$ cat src/hdl/sv32ptw_pkg.sv
`timescale 1ns / 1ps
// ============================================================================
// sv32ptw_pkg
// Shared types, codes and constants of the Sv32 page table walker.
// ============================================================================
package sv32ptw_pkg;

    // field widths
    localparam int VA_W       = 32;
    localparam int PA_W       = 34;
    localparam int PTE_W      = 32;
    localparam int PPN_W      = 22;
    localparam int VPN_W      = 10;
    localparam int OFFSET_W   = 12;
    localparam int FAULT_W    = 3;
    localparam int CFG_IDX_W  = 3;
    localparam int CFG_DATA_W = 22;

    // PTE bit positions
    localparam int PTE_V_BIT = 0;
    localparam int PTE_R_BIT = 1;
    localparam int PTE_W_BIT = 2;
    localparam int PTE_X_BIT = 3;
    localparam int PTE_U_BIT = 4;
    localparam int PTE_A_BIT = 6;
    localparam int PTE_D_BIT = 7;

    typedef enum logic [1:0] {
        ACT_TRANSLATE = 2'd0,
        ACT_READ_RSP  = 2'd1,
        ACT_WRITE_RSP = 2'd2,
        ACT_NONE      = 2'd3
    } action_t;

    typedef enum logic [1:0] {
        ACC_FETCH = 2'd0,
        ACC_LOAD  = 2'd1,
        ACC_STORE = 2'd2,
        ACC_OTHER = 2'd3
    } access_t;

    // effective privilege after mapping (code 2 folds into user)
    typedef enum logic [1:0] {
        PRIV_USER    = 2'd0,
        PRIV_SUPER   = 2'd1,
        PRIV_RSVD    = 2'd2,
        PRIV_MACHINE = 2'd3
    } priv_t;

    typedef enum logic [1:0] {
        KIND_READ       = 2'd0,
        KIND_WRITE      = 2'd1,
        KIND_DONE       = 2'd2,
        KIND_UNEXPECTED = 2'd3
    } kind_t;

    typedef enum logic [1:0] {
        ST_READY        = 2'd0,
        ST_PAGE_FAULT   = 2'd1,
        ST_ACCESS_FAULT = 2'd2,
        ST_UNUSED       = 2'd3
    } status_t;

    typedef enum logic [2:0] {
        REG_CUR_PRIV  = 3'd0,
        REG_XLATE_EN  = 3'd1,
        REG_ROOT_PPN  = 3'd2,
        REG_SUM       = 3'd3,
        REG_MXR       = 3'd4,
        REG_MPRV      = 3'd5,
        REG_PREV_PRIV = 3'd6,
        REG_NONE      = 3'd7
    } cfg_idx_t;

    // walk phase, one-hot
    typedef enum logic [2:0] {
        PH_IDLE  = 3'b001,
        PH_READ  = 3'b010,
        PH_WRITE = 3'b100
    } phase_t;

    typedef struct packed {
        logic [1:0]        cur_priv;
        logic              xlate_en;
        logic [PPN_W-1:0]  root_ppn;
        logic              sum;
        logic              mxr;
        logic              mprv;
        logic [1:0]        prev_priv;
    } cfg_t;

    typedef struct packed {
        logic [1:0]         action;
        logic [VA_W-1:0]    virt_addr;
        logic [1:0]         access_type;
        logic [PTE_W-1:0]   response_data;
        logic [FAULT_W-1:0] response_fault;
    } item_t;

    typedef struct packed {
        logic [1:0]         result_kind;
        logic [PA_W-1:0]    mem_address;
        logic [PTE_W-1:0]   mem_write_data;
        logic [1:0]         status;
        logic [PA_W-1:0]    phys_addr;
        logic [FAULT_W-1:0] fault_code;
    } result_t;

    // control part of the walk state (reset)
    typedef struct packed {
        phase_t phase;
        logic   level;
    } walk_ctl_t;

    // held part of the walk state (no reset)
    typedef struct packed {
        logic [VA_W-1:0] va;
        logic [1:0]      access;
        logic [1:0]      priv;
        logic [PA_W-1:0] entry_addr;
        logic [PA_W-1:0] pending_pa;
    } walk_hold_t;

    function automatic priv_t map_priv(input logic [1:0] p);
        priv_t r;
        case (p)
            2'd1:    r = PRIV_SUPER;
            2'd3:    r = PRIV_MACHINE;
            default: r = PRIV_USER;
        endcase
        return r;
    endfunction

endpackage

$ cat src/hdl/sv32ptw_if.sv
`timescale 1ns / 1ps
// ============================================================================
// sv32ptw interfaces
// Valid/ready channels: walker items, walker results, configuration writes.
// ============================================================================
interface sv32ptw_item_if import sv32ptw_pkg::*; ();
    logic               valid;
    logic               ready;
    logic [1:0]         action;
    logic [VA_W-1:0]    virt_addr;
    logic [1:0]         access_type;
    logic [PTE_W-1:0]   response_data;
    logic [FAULT_W-1:0] response_fault;

    modport source (output valid, action, virt_addr, access_type,
                    response_data, response_fault, input ready);
    modport sink   (input valid, action, virt_addr, access_type,
                    response_data, response_fault, output ready);
endinterface

interface sv32ptw_result_if import sv32ptw_pkg::*; ();
    logic               valid;
    logic               ready;
    logic [1:0]         result_kind;
    logic [PA_W-1:0]    mem_address;
    logic [PTE_W-1:0]   mem_write_data;
    logic [1:0]         status;
    logic [PA_W-1:0]    phys_addr;
    logic [FAULT_W-1:0] fault_code;

    modport source (output valid, result_kind, mem_address, mem_write_data, status,
                    phys_addr, fault_code, input ready);
    modport sink   (input valid, result_kind, mem_address, mem_write_data, status,
                    phys_addr, fault_code, output ready);
endinterface

interface sv32ptw_cfg_if import sv32ptw_pkg::*; ();
    logic                  valid;
    logic                  ready;
    logic [CFG_IDX_W-1:0]  index;
    logic [CFG_DATA_W-1:0] data;

    modport source (output valid, index, data, input ready);
    modport sink   (input valid, index, data, output ready);
endinterface

$ cat src/hdl/sv32ptw_cfg_regs.sv
`timescale 1ns / 1ps
// ============================================================================
// sv32ptw_cfg_regs
// Configuration register file; always ready, writes land at the handshake.
// ============================================================================
module sv32ptw_cfg_regs import sv32ptw_pkg::*; (
    input  logic       clk,
    input  logic       rst_n,
    sv32ptw_cfg_if.sink cfg,
    output cfg_t       cfg_out
);

    cfg_t cfg_reg;
    cfg_t cfg_next;

    assign cfg.ready = 1'b1;
    assign cfg_out   = cfg_reg;

    always_comb
    begin
        cfg_next = cfg_reg;
        if (cfg.valid)
        begin
            case (cfg_idx_t'(cfg.index))
                REG_CUR_PRIV:  cfg_next.cur_priv  = cfg.data[1:0];
                REG_XLATE_EN:  cfg_next.xlate_en  = cfg.data[0];
                REG_ROOT_PPN:  cfg_next.root_ppn  = cfg.data[PPN_W-1:0];
                REG_SUM:       cfg_next.sum       = cfg.data[0];
                REG_MXR:       cfg_next.mxr       = cfg.data[0];
                REG_MPRV:      cfg_next.mprv      = cfg.data[0];
                REG_PREV_PRIV: cfg_next.prev_priv = cfg.data[1:0];
                default:       cfg_next = cfg_reg;
            endcase
        end
    end

    always_ff @(posedge clk or negedge rst_n)
    begin
        if (!rst_n)
        begin
            cfg_reg.cur_priv  <= PRIV_MACHINE;
            cfg_reg.xlate_en  <= 1'b0;
            cfg_reg.root_ppn  <= '0;
            cfg_reg.sum       <= 1'b0;
            cfg_reg.mxr       <= 1'b0;
            cfg_reg.mprv      <= 1'b0;
            cfg_reg.prev_priv <= PRIV_USER;
        end
        else
        begin
            cfg_reg <= cfg_next;
        end
    end

endmodule

$ cat src/hdl/sv32ptw_step.sv
`timescale 1ns / 1ps
// ============================================================================
// sv32ptw_step
// One walker decision: item plus walk state give one result and next state.
// ============================================================================
module sv32ptw_step import sv32ptw_pkg::*; (
    input  item_t      item,
    input  cfg_t       cfg,
    input  walk_ctl_t  ctl,
    input  walk_hold_t hold,
    output result_t    res,
    output walk_ctl_t  ctl_next,
    output walk_hold_t hold_next
);

    priv_t            eff_priv;
    logic [PTE_W-1:0] pte;
    logic [PPN_W-1:0] ppn;
    logic [PA_W-1:0]  leaf_pa;
    logic [PTE_W-1:0] pte_upd;
    logic             pte_user;
    logic             permit;
    logic             perm_type;

    assign pte      = item.response_data;
    assign ppn      = pte[PTE_W-1:VPN_W];
    assign pte_user = pte[PTE_U_BIT];

    always_comb
    begin
        if (item.access_type == ACC_FETCH || !cfg.mprv)
            eff_priv = map_priv(cfg.cur_priv);
        else
            eff_priv = map_priv(cfg.prev_priv);
    end

    // U / SUM / MXR permission check against the held request
    always_comb
    begin
        case (access_t'(hold.access))
            ACC_FETCH: perm_type = pte[PTE_X_BIT];
            ACC_LOAD:  perm_type = pte[PTE_R_BIT] | (cfg.mxr & pte[PTE_X_BIT]);
            ACC_STORE: perm_type = pte[PTE_W_BIT];
            default:   perm_type = 1'b0;
        endcase
        permit = perm_type;
        if (hold.priv == PRIV_USER && !pte_user)
            permit = 1'b0;
        if (hold.priv == PRIV_SUPER && pte_user &&
            (hold.access == ACC_FETCH || !cfg.sum))
            permit = 1'b0;
    end

    // superpage keeps vpn0 from the virtual address
    always_comb
    begin
        if (ctl.level)
            leaf_pa = {ppn[PPN_W-1:VPN_W], hold.va[OFFSET_W+VPN_W-1:0]};
        else
            leaf_pa = {ppn, hold.va[OFFSET_W-1:0]};
        pte_upd = pte;
        pte_upd[PTE_A_BIT] = 1'b1;
        if (hold.access == ACC_STORE)
            pte_upd[PTE_D_BIT] = 1'b1;
    end

    always_comb
    begin
        res       = '0;
        ctl_next  = ctl;
        hold_next = hold;
        res.result_kind = KIND_UNEXPECTED;

        if (item.action == ACT_TRANSLATE && ctl.phase == PH_IDLE)
        begin
            if (eff_priv == PRIV_MACHINE || !cfg.xlate_en)
            begin
                res.result_kind = KIND_DONE;
                res.status      = ST_READY;
                res.phys_addr   = {2'b00, item.virt_addr};
                ctl_next.level  = 1'b0;
            end
            else
            begin
                hold_next.va         = item.virt_addr;
                hold_next.access     = item.access_type;
                hold_next.priv       = eff_priv;
                hold_next.entry_addr = {cfg.root_ppn,
                                        item.virt_addr[VA_W-1:VA_W-VPN_W], 2'b00};
                ctl_next.level       = 1'b1;
                ctl_next.phase       = PH_READ;
                res.result_kind      = KIND_READ;
                res.mem_address      = hold_next.entry_addr;
            end
        end
        else if (item.action == ACT_READ_RSP && ctl.phase == PH_READ)
        begin
            res.result_kind = KIND_DONE;
            ctl_next.phase  = PH_IDLE;
            ctl_next.level  = 1'b0;
            if (item.response_fault != '0)
            begin
                res.status     = ST_ACCESS_FAULT;
                res.fault_code = item.response_fault;
            end
            else if (!pte[PTE_V_BIT] || (!pte[PTE_R_BIT] && pte[PTE_W_BIT]))
            begin
                res.status = ST_PAGE_FAULT;
            end
            else if (!pte[PTE_R_BIT] && !pte[PTE_X_BIT])
            begin
                // pointer to the next level
                if (pte[PTE_U_BIT] || pte[PTE_A_BIT] || pte[PTE_D_BIT] || !ctl.level)
                begin
                    res.status = ST_PAGE_FAULT;
                end
                else
                begin
                    hold_next.entry_addr = {ppn, hold.va[OFFSET_W+VPN_W-1:OFFSET_W], 2'b00};
                    ctl_next.phase       = PH_READ;
                    res.result_kind      = KIND_READ;
                    res.mem_address      = hold_next.entry_addr;
                end
            end
            else if ((ctl.level && ppn[VPN_W-1:0] != '0) || !permit)
            begin
                res.status = ST_PAGE_FAULT;
            end
            else if (pte_upd != pte)
            begin
                hold_next.pending_pa = leaf_pa;
                ctl_next.phase       = PH_WRITE;
                ctl_next.level       = ctl.level;
                res.result_kind      = KIND_WRITE;
                res.mem_address      = hold.entry_addr;
                res.mem_write_data   = pte_upd;
            end
            else
            begin
                res.status    = ST_READY;
                res.phys_addr = leaf_pa;
            end
        end
        else if (item.action == ACT_WRITE_RSP && ctl.phase == PH_WRITE)
        begin
            res.result_kind = KIND_DONE;
            ctl_next.phase  = PH_IDLE;
            ctl_next.level  = 1'b0;
            if (item.response_fault != '0)
            begin
                res.status     = ST_ACCESS_FAULT;
                res.fault_code = item.response_fault;
            end
            else
            begin
                res.status    = ST_READY;
                res.phys_addr = hold.pending_pa;
            end
        end
    end

endmodule

$ cat src/hdl/sv32_page_table_walker_unit.sv
`timescale 1ns / 1ps
// ============================================================================
// sv32_page_table_walker_unit
// Sv32 two-level page table walker stepped by requests and PTE responses.
// ============================================================================
//
//  Channel  Dir  Payload                                         Transaction
//  -------  ---  ----------------------------------------------  ------------------
//  req      in   action, virt_addr, access_type,                 valid & ready
//                response_data, response_fault
//  rsp      out  result_kind, mem_address, mem_write_data,       valid & ready
//                status, phys_addr, fault_code
//  cfg      in   index, data (register write)                    valid & ready
//
//  Throughput: one transaction per cycle on req while rsp is not stalled; every req
//  transaction makes exactly one rsp transaction. A req transaction passes
//  through the input register and then the result register; the walker
//  decision logic sits between them and updates the walk state.
//  Reset clears walk phase/level, both valid flags and config registers.
//  A stall on rsp holds the result register; req stays ready while the input
//  register is empty or about to move into the result register.
//
module sv32_page_table_walker_unit import sv32ptw_pkg::*; (
    input  logic            clk,
    input  logic            rst_n,
    sv32ptw_item_if.sink    req,
    sv32ptw_result_if.source rsp,
    sv32ptw_cfg_if.sink     cfg
);

    cfg_t       cfg_val;

    // input stage
    logic       in_valid_reg;
    logic       in_valid_next;
    item_t      in_item_reg;

    // result stage
    logic       out_valid_reg;
    logic       out_valid_next;
    result_t    out_res_reg;

    // walk state
    walk_ctl_t  ctl_reg;
    walk_ctl_t  ctl_next;
    walk_hold_t hold_reg;
    walk_hold_t hold_next;

    result_t    step_res;
    logic       advance;
    logic       req_xact;

    sv32ptw_cfg_regs u_cfg_regs (
        .clk     (clk),
        .rst_n   (rst_n),
        .cfg     (cfg),
        .cfg_out (cfg_val)
    );

    sv32ptw_step u_step (
        .item      (in_item_reg),
        .cfg       (cfg_val),
        .ctl       (ctl_reg),
        .hold      (hold_reg),
        .res       (step_res),
        .ctl_next  (ctl_next),
        .hold_next (hold_next)
    );

    // the held item is decided when the result register is free or draining
    assign advance   = in_valid_reg && (!out_valid_reg || rsp.ready);
    assign req.ready = !in_valid_reg || advance;
    assign req_xact  = req.valid && req.ready;

    always_comb
    begin
        in_valid_next = in_valid_reg;
        if (advance)
            in_valid_next = 1'b0;
        if (req_xact)
            in_valid_next = 1'b1;

        out_valid_next = out_valid_reg;
        if (rsp.ready)
            out_valid_next = 1'b0;
        if (advance)
            out_valid_next = 1'b1;
    end

    always_ff @(posedge clk or negedge rst_n)
    begin
        if (!rst_n)
        begin
            in_valid_reg  <= 1'b0;
            out_valid_reg <= 1'b0;
            ctl_reg.phase <= PH_IDLE;
            ctl_reg.level <= 1'b0;
        end
        else
        begin
            in_valid_reg  <= in_valid_next;
            out_valid_reg <= out_valid_next;
            if (advance)
                ctl_reg <= ctl_next;
        end
    end

    // payload registers, no reset
    always_ff @(posedge clk)
    begin
        if (req_xact)
        begin
            in_item_reg.action         <= req.action;
            in_item_reg.virt_addr      <= req.virt_addr;
            in_item_reg.access_type    <= req.access_type;
            in_item_reg.response_data  <= req.response_data;
            in_item_reg.response_fault <= req.response_fault;
        end
        if (advance)
        begin
            out_res_reg <= step_res;
            hold_reg    <= hold_next;
        end
    end

    assign rsp.valid          = out_valid_reg;
    assign rsp.result_kind    = out_res_reg.result_kind;
    assign rsp.mem_address    = out_res_reg.mem_address;
    assign rsp.mem_write_data = out_res_reg.mem_write_data;
    assign rsp.status         = out_res_reg.status;
    assign rsp.phys_addr      = out_res_reg.phys_addr;
    assign rsp.fault_code     = out_res_reg.fault_code;

endmodule

$ cat src/flat_wrapper.sv
// flat-port wrapper written by rule: the top's interface ports become plain ports
module sv32_page_table_walker_unit_flat import sv32ptw_pkg::*;
  (clk, rst_n, req_valid, req_action, req_virt_addr, req_access_type, req_response_data, req_response_fault, req_ready, rsp_valid, rsp_result_kind, rsp_mem_address, rsp_mem_write_data, rsp_status, rsp_phys_addr, rsp_fault_code, rsp_ready, cfg_valid, cfg_index, cfg_data, cfg_ready);
  sv32ptw_item_if req_i ();
  sv32ptw_result_if rsp_i ();
  sv32ptw_cfg_if cfg_i ();
  input  logic clk;
  input  logic rst_n;
  input wire logic [$bits(req_i.valid)-1:0] req_valid;
  input wire logic [$bits(req_i.action)-1:0] req_action;
  input wire logic [$bits(req_i.virt_addr)-1:0] req_virt_addr;
  input wire logic [$bits(req_i.access_type)-1:0] req_access_type;
  input wire logic [$bits(req_i.response_data)-1:0] req_response_data;
  input wire logic [$bits(req_i.response_fault)-1:0] req_response_fault;
  output wire logic [$bits(req_i.ready)-1:0] req_ready;
  output wire logic [$bits(rsp_i.valid)-1:0] rsp_valid;
  output wire logic [$bits(rsp_i.result_kind)-1:0] rsp_result_kind;
  output wire logic [$bits(rsp_i.mem_address)-1:0] rsp_mem_address;
  output wire logic [$bits(rsp_i.mem_write_data)-1:0] rsp_mem_write_data;
  output wire logic [$bits(rsp_i.status)-1:0] rsp_status;
  output wire logic [$bits(rsp_i.phys_addr)-1:0] rsp_phys_addr;
  output wire logic [$bits(rsp_i.fault_code)-1:0] rsp_fault_code;
  input wire logic [$bits(rsp_i.ready)-1:0] rsp_ready;
  input wire logic [$bits(cfg_i.valid)-1:0] cfg_valid;
  input wire logic [$bits(cfg_i.index)-1:0] cfg_index;
  input wire logic [$bits(cfg_i.data)-1:0] cfg_data;
  output wire logic [$bits(cfg_i.ready)-1:0] cfg_ready;
  assign req_i.valid = req_valid;
  assign req_i.action = req_action;
  assign req_i.virt_addr = req_virt_addr;
  assign req_i.access_type = req_access_type;
  assign req_i.response_data = req_response_data;
  assign req_i.response_fault = req_response_fault;
  assign req_ready = req_i.ready;
  assign rsp_valid = rsp_i.valid;
  assign rsp_result_kind = rsp_i.result_kind;
  assign rsp_mem_address = rsp_i.mem_address;
  assign rsp_mem_write_data = rsp_i.mem_write_data;
  assign rsp_status = rsp_i.status;
  assign rsp_phys_addr = rsp_i.phys_addr;
  assign rsp_fault_code = rsp_i.fault_code;
  assign rsp_i.ready = rsp_ready;
  assign cfg_i.valid = cfg_valid;
  assign cfg_i.index = cfg_index;
  assign cfg_i.data = cfg_data;
  assign cfg_ready = cfg_i.ready;
  sv32_page_table_walker_unit u_core (.clk(clk), .rst_n(rst_n), .req(req_i), .rsp(rsp_i), .cfg(cfg_i));
endmodule
$ cat config.mk
export PLATFORM = sky130hd
export DESIGN_NAME = sv32_page_table_walker_unit_flat
export DESIGN_NICKNAME = d
export VERILOG_FILES = /design/src/hdl/sv32ptw_pkg.sv /design/src/hdl/sv32ptw_if.sv /design/src/hdl/sv32ptw_cfg_regs.sv /design/src/hdl/sv32ptw_step.sv /design/src/hdl/sv32_page_table_walker_unit.sv /design/src/flat_wrapper.sv
export SDC_FILE = /design/constraint.sdc
export NUM_CORES = 1
export LEC_CHECK = 0
export BUFFER_PORTS_ARGS = -buffer_cell sky130_fd_sc_hd__buf_2
export CORE_MARGIN = 4
export CORE_UTILIZATION = 50
export CTS_CLUSTER_DIAMETER = 80
export DETAILED_ROUTE_END_ITERATION = 16
export GPL_TIMING_DRIVEN = 0
export PLACE_DENSITY = 0.73
export SLEW_MARGIN = 0
export SYNTH_ARGS = -nofsm -noshare
export SYNTH_HDL_FRONTEND = slang
export SYNTH_SLANG_ARGS = --single-unit
$ cat constraint.sdc
create_clock -name clk -period 9.2 [get_ports clk]
set_input_delay 1.84 -clock clk [delete_from_list [all_inputs] [get_ports clk]]
set_output_delay 1.84 -clock clk [all_outputs]
set_load 0.02 [all_outputs]
==> impl_metrics.toml <==
[global_routing]
grt_pass1_wl_mm = 41.8
antenna_found_initial = 3
track_usage_pct = 21.0
grt_pass1_vias = 7084
grt_max_degree = 72
grt.overflow.total = 0

[placed_design]
port_buffers = 207
dp.cells = 1218
gp_congestion = 0.798
hpwlAfterDp_mm = 18.6
place_area_um2 = 13200
pre_cts_ws_ps = 4560

[yosys]
synth_area_leaders = "edfxtp_1 69%, dfrtp_1 7.1%, a22o_1 4.7%"
syn_area_per_cell_um2 = 16.9
postSynthCellCount = 692
async_flop_share_pct = 11.8
yosys.area.top_type = "edfxtp_1"
yosysWarnings = 0
synth_edf_count = 268
syn-cell-area_um2 = 11700
ys_seq_area_share_pct = 76.8
synth_top_area_share_pct = 69.0
yosysUniqueCellTypes = 51
ys_seq_elements = 304
synth_top_flop_cell = "edfxtp_1"

[layout]
drive_above_1_share_pct = 35.5
area_growth_pct = 22.2
largest_reg_flops = 92
final_nets = 1038
final_util_pct = 62.5
final_cells = 1275
fin_area_um2 = 14200

[floorplanning]
core_region_area_um2 = 22800
initial_core_util_pct = 51.2
dieArea_um2 = 25800
die_h_um = 161
rows = 55
boundaryPins = 211
die_w_um = 161

[critical_path]
reg2reg_from = "u_core.in_item_reg[69]"
crit_type = "in -> out"
cp_max_fo = 3
arrival_ps = 2300
critPathLaunchType = "input pin"
endpoint_kind = "primary output"
crit_path_start = "rsp_ready"
worstPathRequired_ps = 7360
rr_worst_depth = 7
timing.rr.end = "u_core.hold_reg[44]"
ff2ff_setup_slack_ps = 5380
timing.critical_path.to = "req_ready"

[drt]
via_per_inst = 5.46
routed_wl_mm = 27.4
drc = 0
drt_pre_antenna_iters = 5
ant_nets = 0
drt_iter0_markers = 564
vias = 6964
wire_per_inst_um = 21.5

[power]
vdd_drop_max_v = 0.000164
p_per_area_nw_per_um2 = 216
p_leak_uw = 0.00587

[sta]
tightest_slew_ps = 936
worst_slack_ps = 5060
min_period_over_period_pct = 45.0
final_hold_viol_count = 0
drv_slew = 0
relSlewSlack_pct = 37.6
fin_skew_ps = 7.09
fmax_mhz = 241
rsz0062_at_grt = "false"
period_needed_ps = 4140
setup_violations = 0

[worst_hold_path]
hold_path.class = "reg -> reg"

[clocking]
root_buffer = "clkbuf_16"
insertion_delay_ps = 540
clock_sinks = 304
clk_path_buf_depth = 3
path_clk_slew_ps = 60
cts_made_buffers = 30
htree_levels = 1
postCtsSetupBuffers = 0
cts_tree = "done"
cts_resized = 0
postCtsHoldBufs = 0

[run]
cap_violations = 0

[status]
status = "finished, final reports clean"
-- cell families after synthesis --
group / Yosys count / synth area share, %
other: 2 / 0.0644
DFF: 304 / 76.8
AOI/OAI and AO/OA: 173 / 11.6
xor gates and xnor gates: 1 / 0.0751
and+or+nand+nor: 116 / 5.38
buffers and inverters: 53 / 1.96
muxes: 43 / 4.15
-- area by class of cell --
class	count	area (um2)
flip-flops and latches	304	8950
fillers	1687	8530
multi-input cells	336	2500
repair buffers	212	1130
clock buffers	41	843
well taps	313	392
clock inverters	15	199
plain buffers	35	161
inverters	18	67.6
diodes	1	2.50
-- layout by cell type (no fill, tap or decap), types with 5 or more instances in the layout --
| cell | count |
|---|---|
| clkbuf_1 | 28 |
| inv_1 | 18 |
| o21ai_0 | 22 |
| bufinv_16 | 5 |
| edfxtp_1 | 268 |
| a22o_1 | 62 |
| nand2b_1 | 6 |
| nor3_1 | 8 |
| nor2_1 | 14 |
| a21o_1 | 42 |
| dfrtp_1 | 33 |
| mux2_2 | 43 |
| a22oi_1 | 22 |
| clkinv_2 | 9 |
| o21ai_2 | 10 |
| buf_2 | 216 |
| clkbuf_16 | 31 |
| and2_1 | 20 |
| nand2_1 | 37 |
-- cells in the mapped netlist (all sizes together) (2+ instances only) --
cell	n
nor3	10
inv	18
o21a	2
a22oi	22
nand2b	6
nor3b	2
nand4bb	2
a21o	42
and2	23
nand3b	2
dfstp	3
or3	2
clkbuf	21
or4	4
buf	14
nor4	3
o2111ai	2
dfrtp	33
nor2	16
edfxtp	268
mux2	43
nand2	37
nand3	4
nand4b	2
a211oi	2
a22o	62
o21ai	33
conb	2
-- layer usage --
| metal | vias to the layer above | global-route usage, % | part of all wire, % |
|---|---|---|---|
| met5 | - | 0 | 0.098 |
| met3 | 55 | 3.82 | 6.9 |
| met2 | 263 | 34.4 | 49 |
| met1 | 3448 | 29.0 | 42 |
| li1 | 3194 | - | - |
| met4 | 4 | 6.20 | 2.7 |
-- worst min path at each step --
stage / start / endpoint / slack [ps] / depth (start not counted)
finish: u_core.hold_reg[77] / u_core.hold_reg[5] / 450 / 0
CTS: u_core.hold_reg[77] / u_core.hold_reg[5] / 450 / 0
global placement: u_core.hold_reg[73] / u_core.hold_reg[1] / 430 / 0
detailed placement: u_core.hold_reg[77] / u_core.hold_reg[5] / 440 / 0
floorplan: u_core.hold_reg[72] / u_core.hold_reg[0] / 430 / 0
global route: u_core.hold_reg[72] / u_core.hold_reg[0] / 460 / 0
-- through the flow --
| stage | total power, uW | TNS [ps] | hold slack, ps |
|---|---|---|---|
| 2_1_floorplan | 1750 | 0 | 426 |
| 3_3_place_gp | 1840 | -84680 | 429 |
| 3_5_place_dp | 1840 | 0 | 436 |
| 4_1_cts | 3110 | 0 | 451 |
| 5_1_grt | 3190 | 0 | 457 |
| 6_report | 3080 | 0 | 450 |
-- critical path, cell delays in order --
cell and delay [ps]:
buf_2 100, nand3b_1 180, buf_2 180
-- power breakdown --
group          leakage [uW]  switching [uW]  internal, uW
Combinational       0.00227             107          68.3
Clock              0.000519             496           779
Sequential          0.00308            47.3          1590
(Power assumes the default switching activity.)
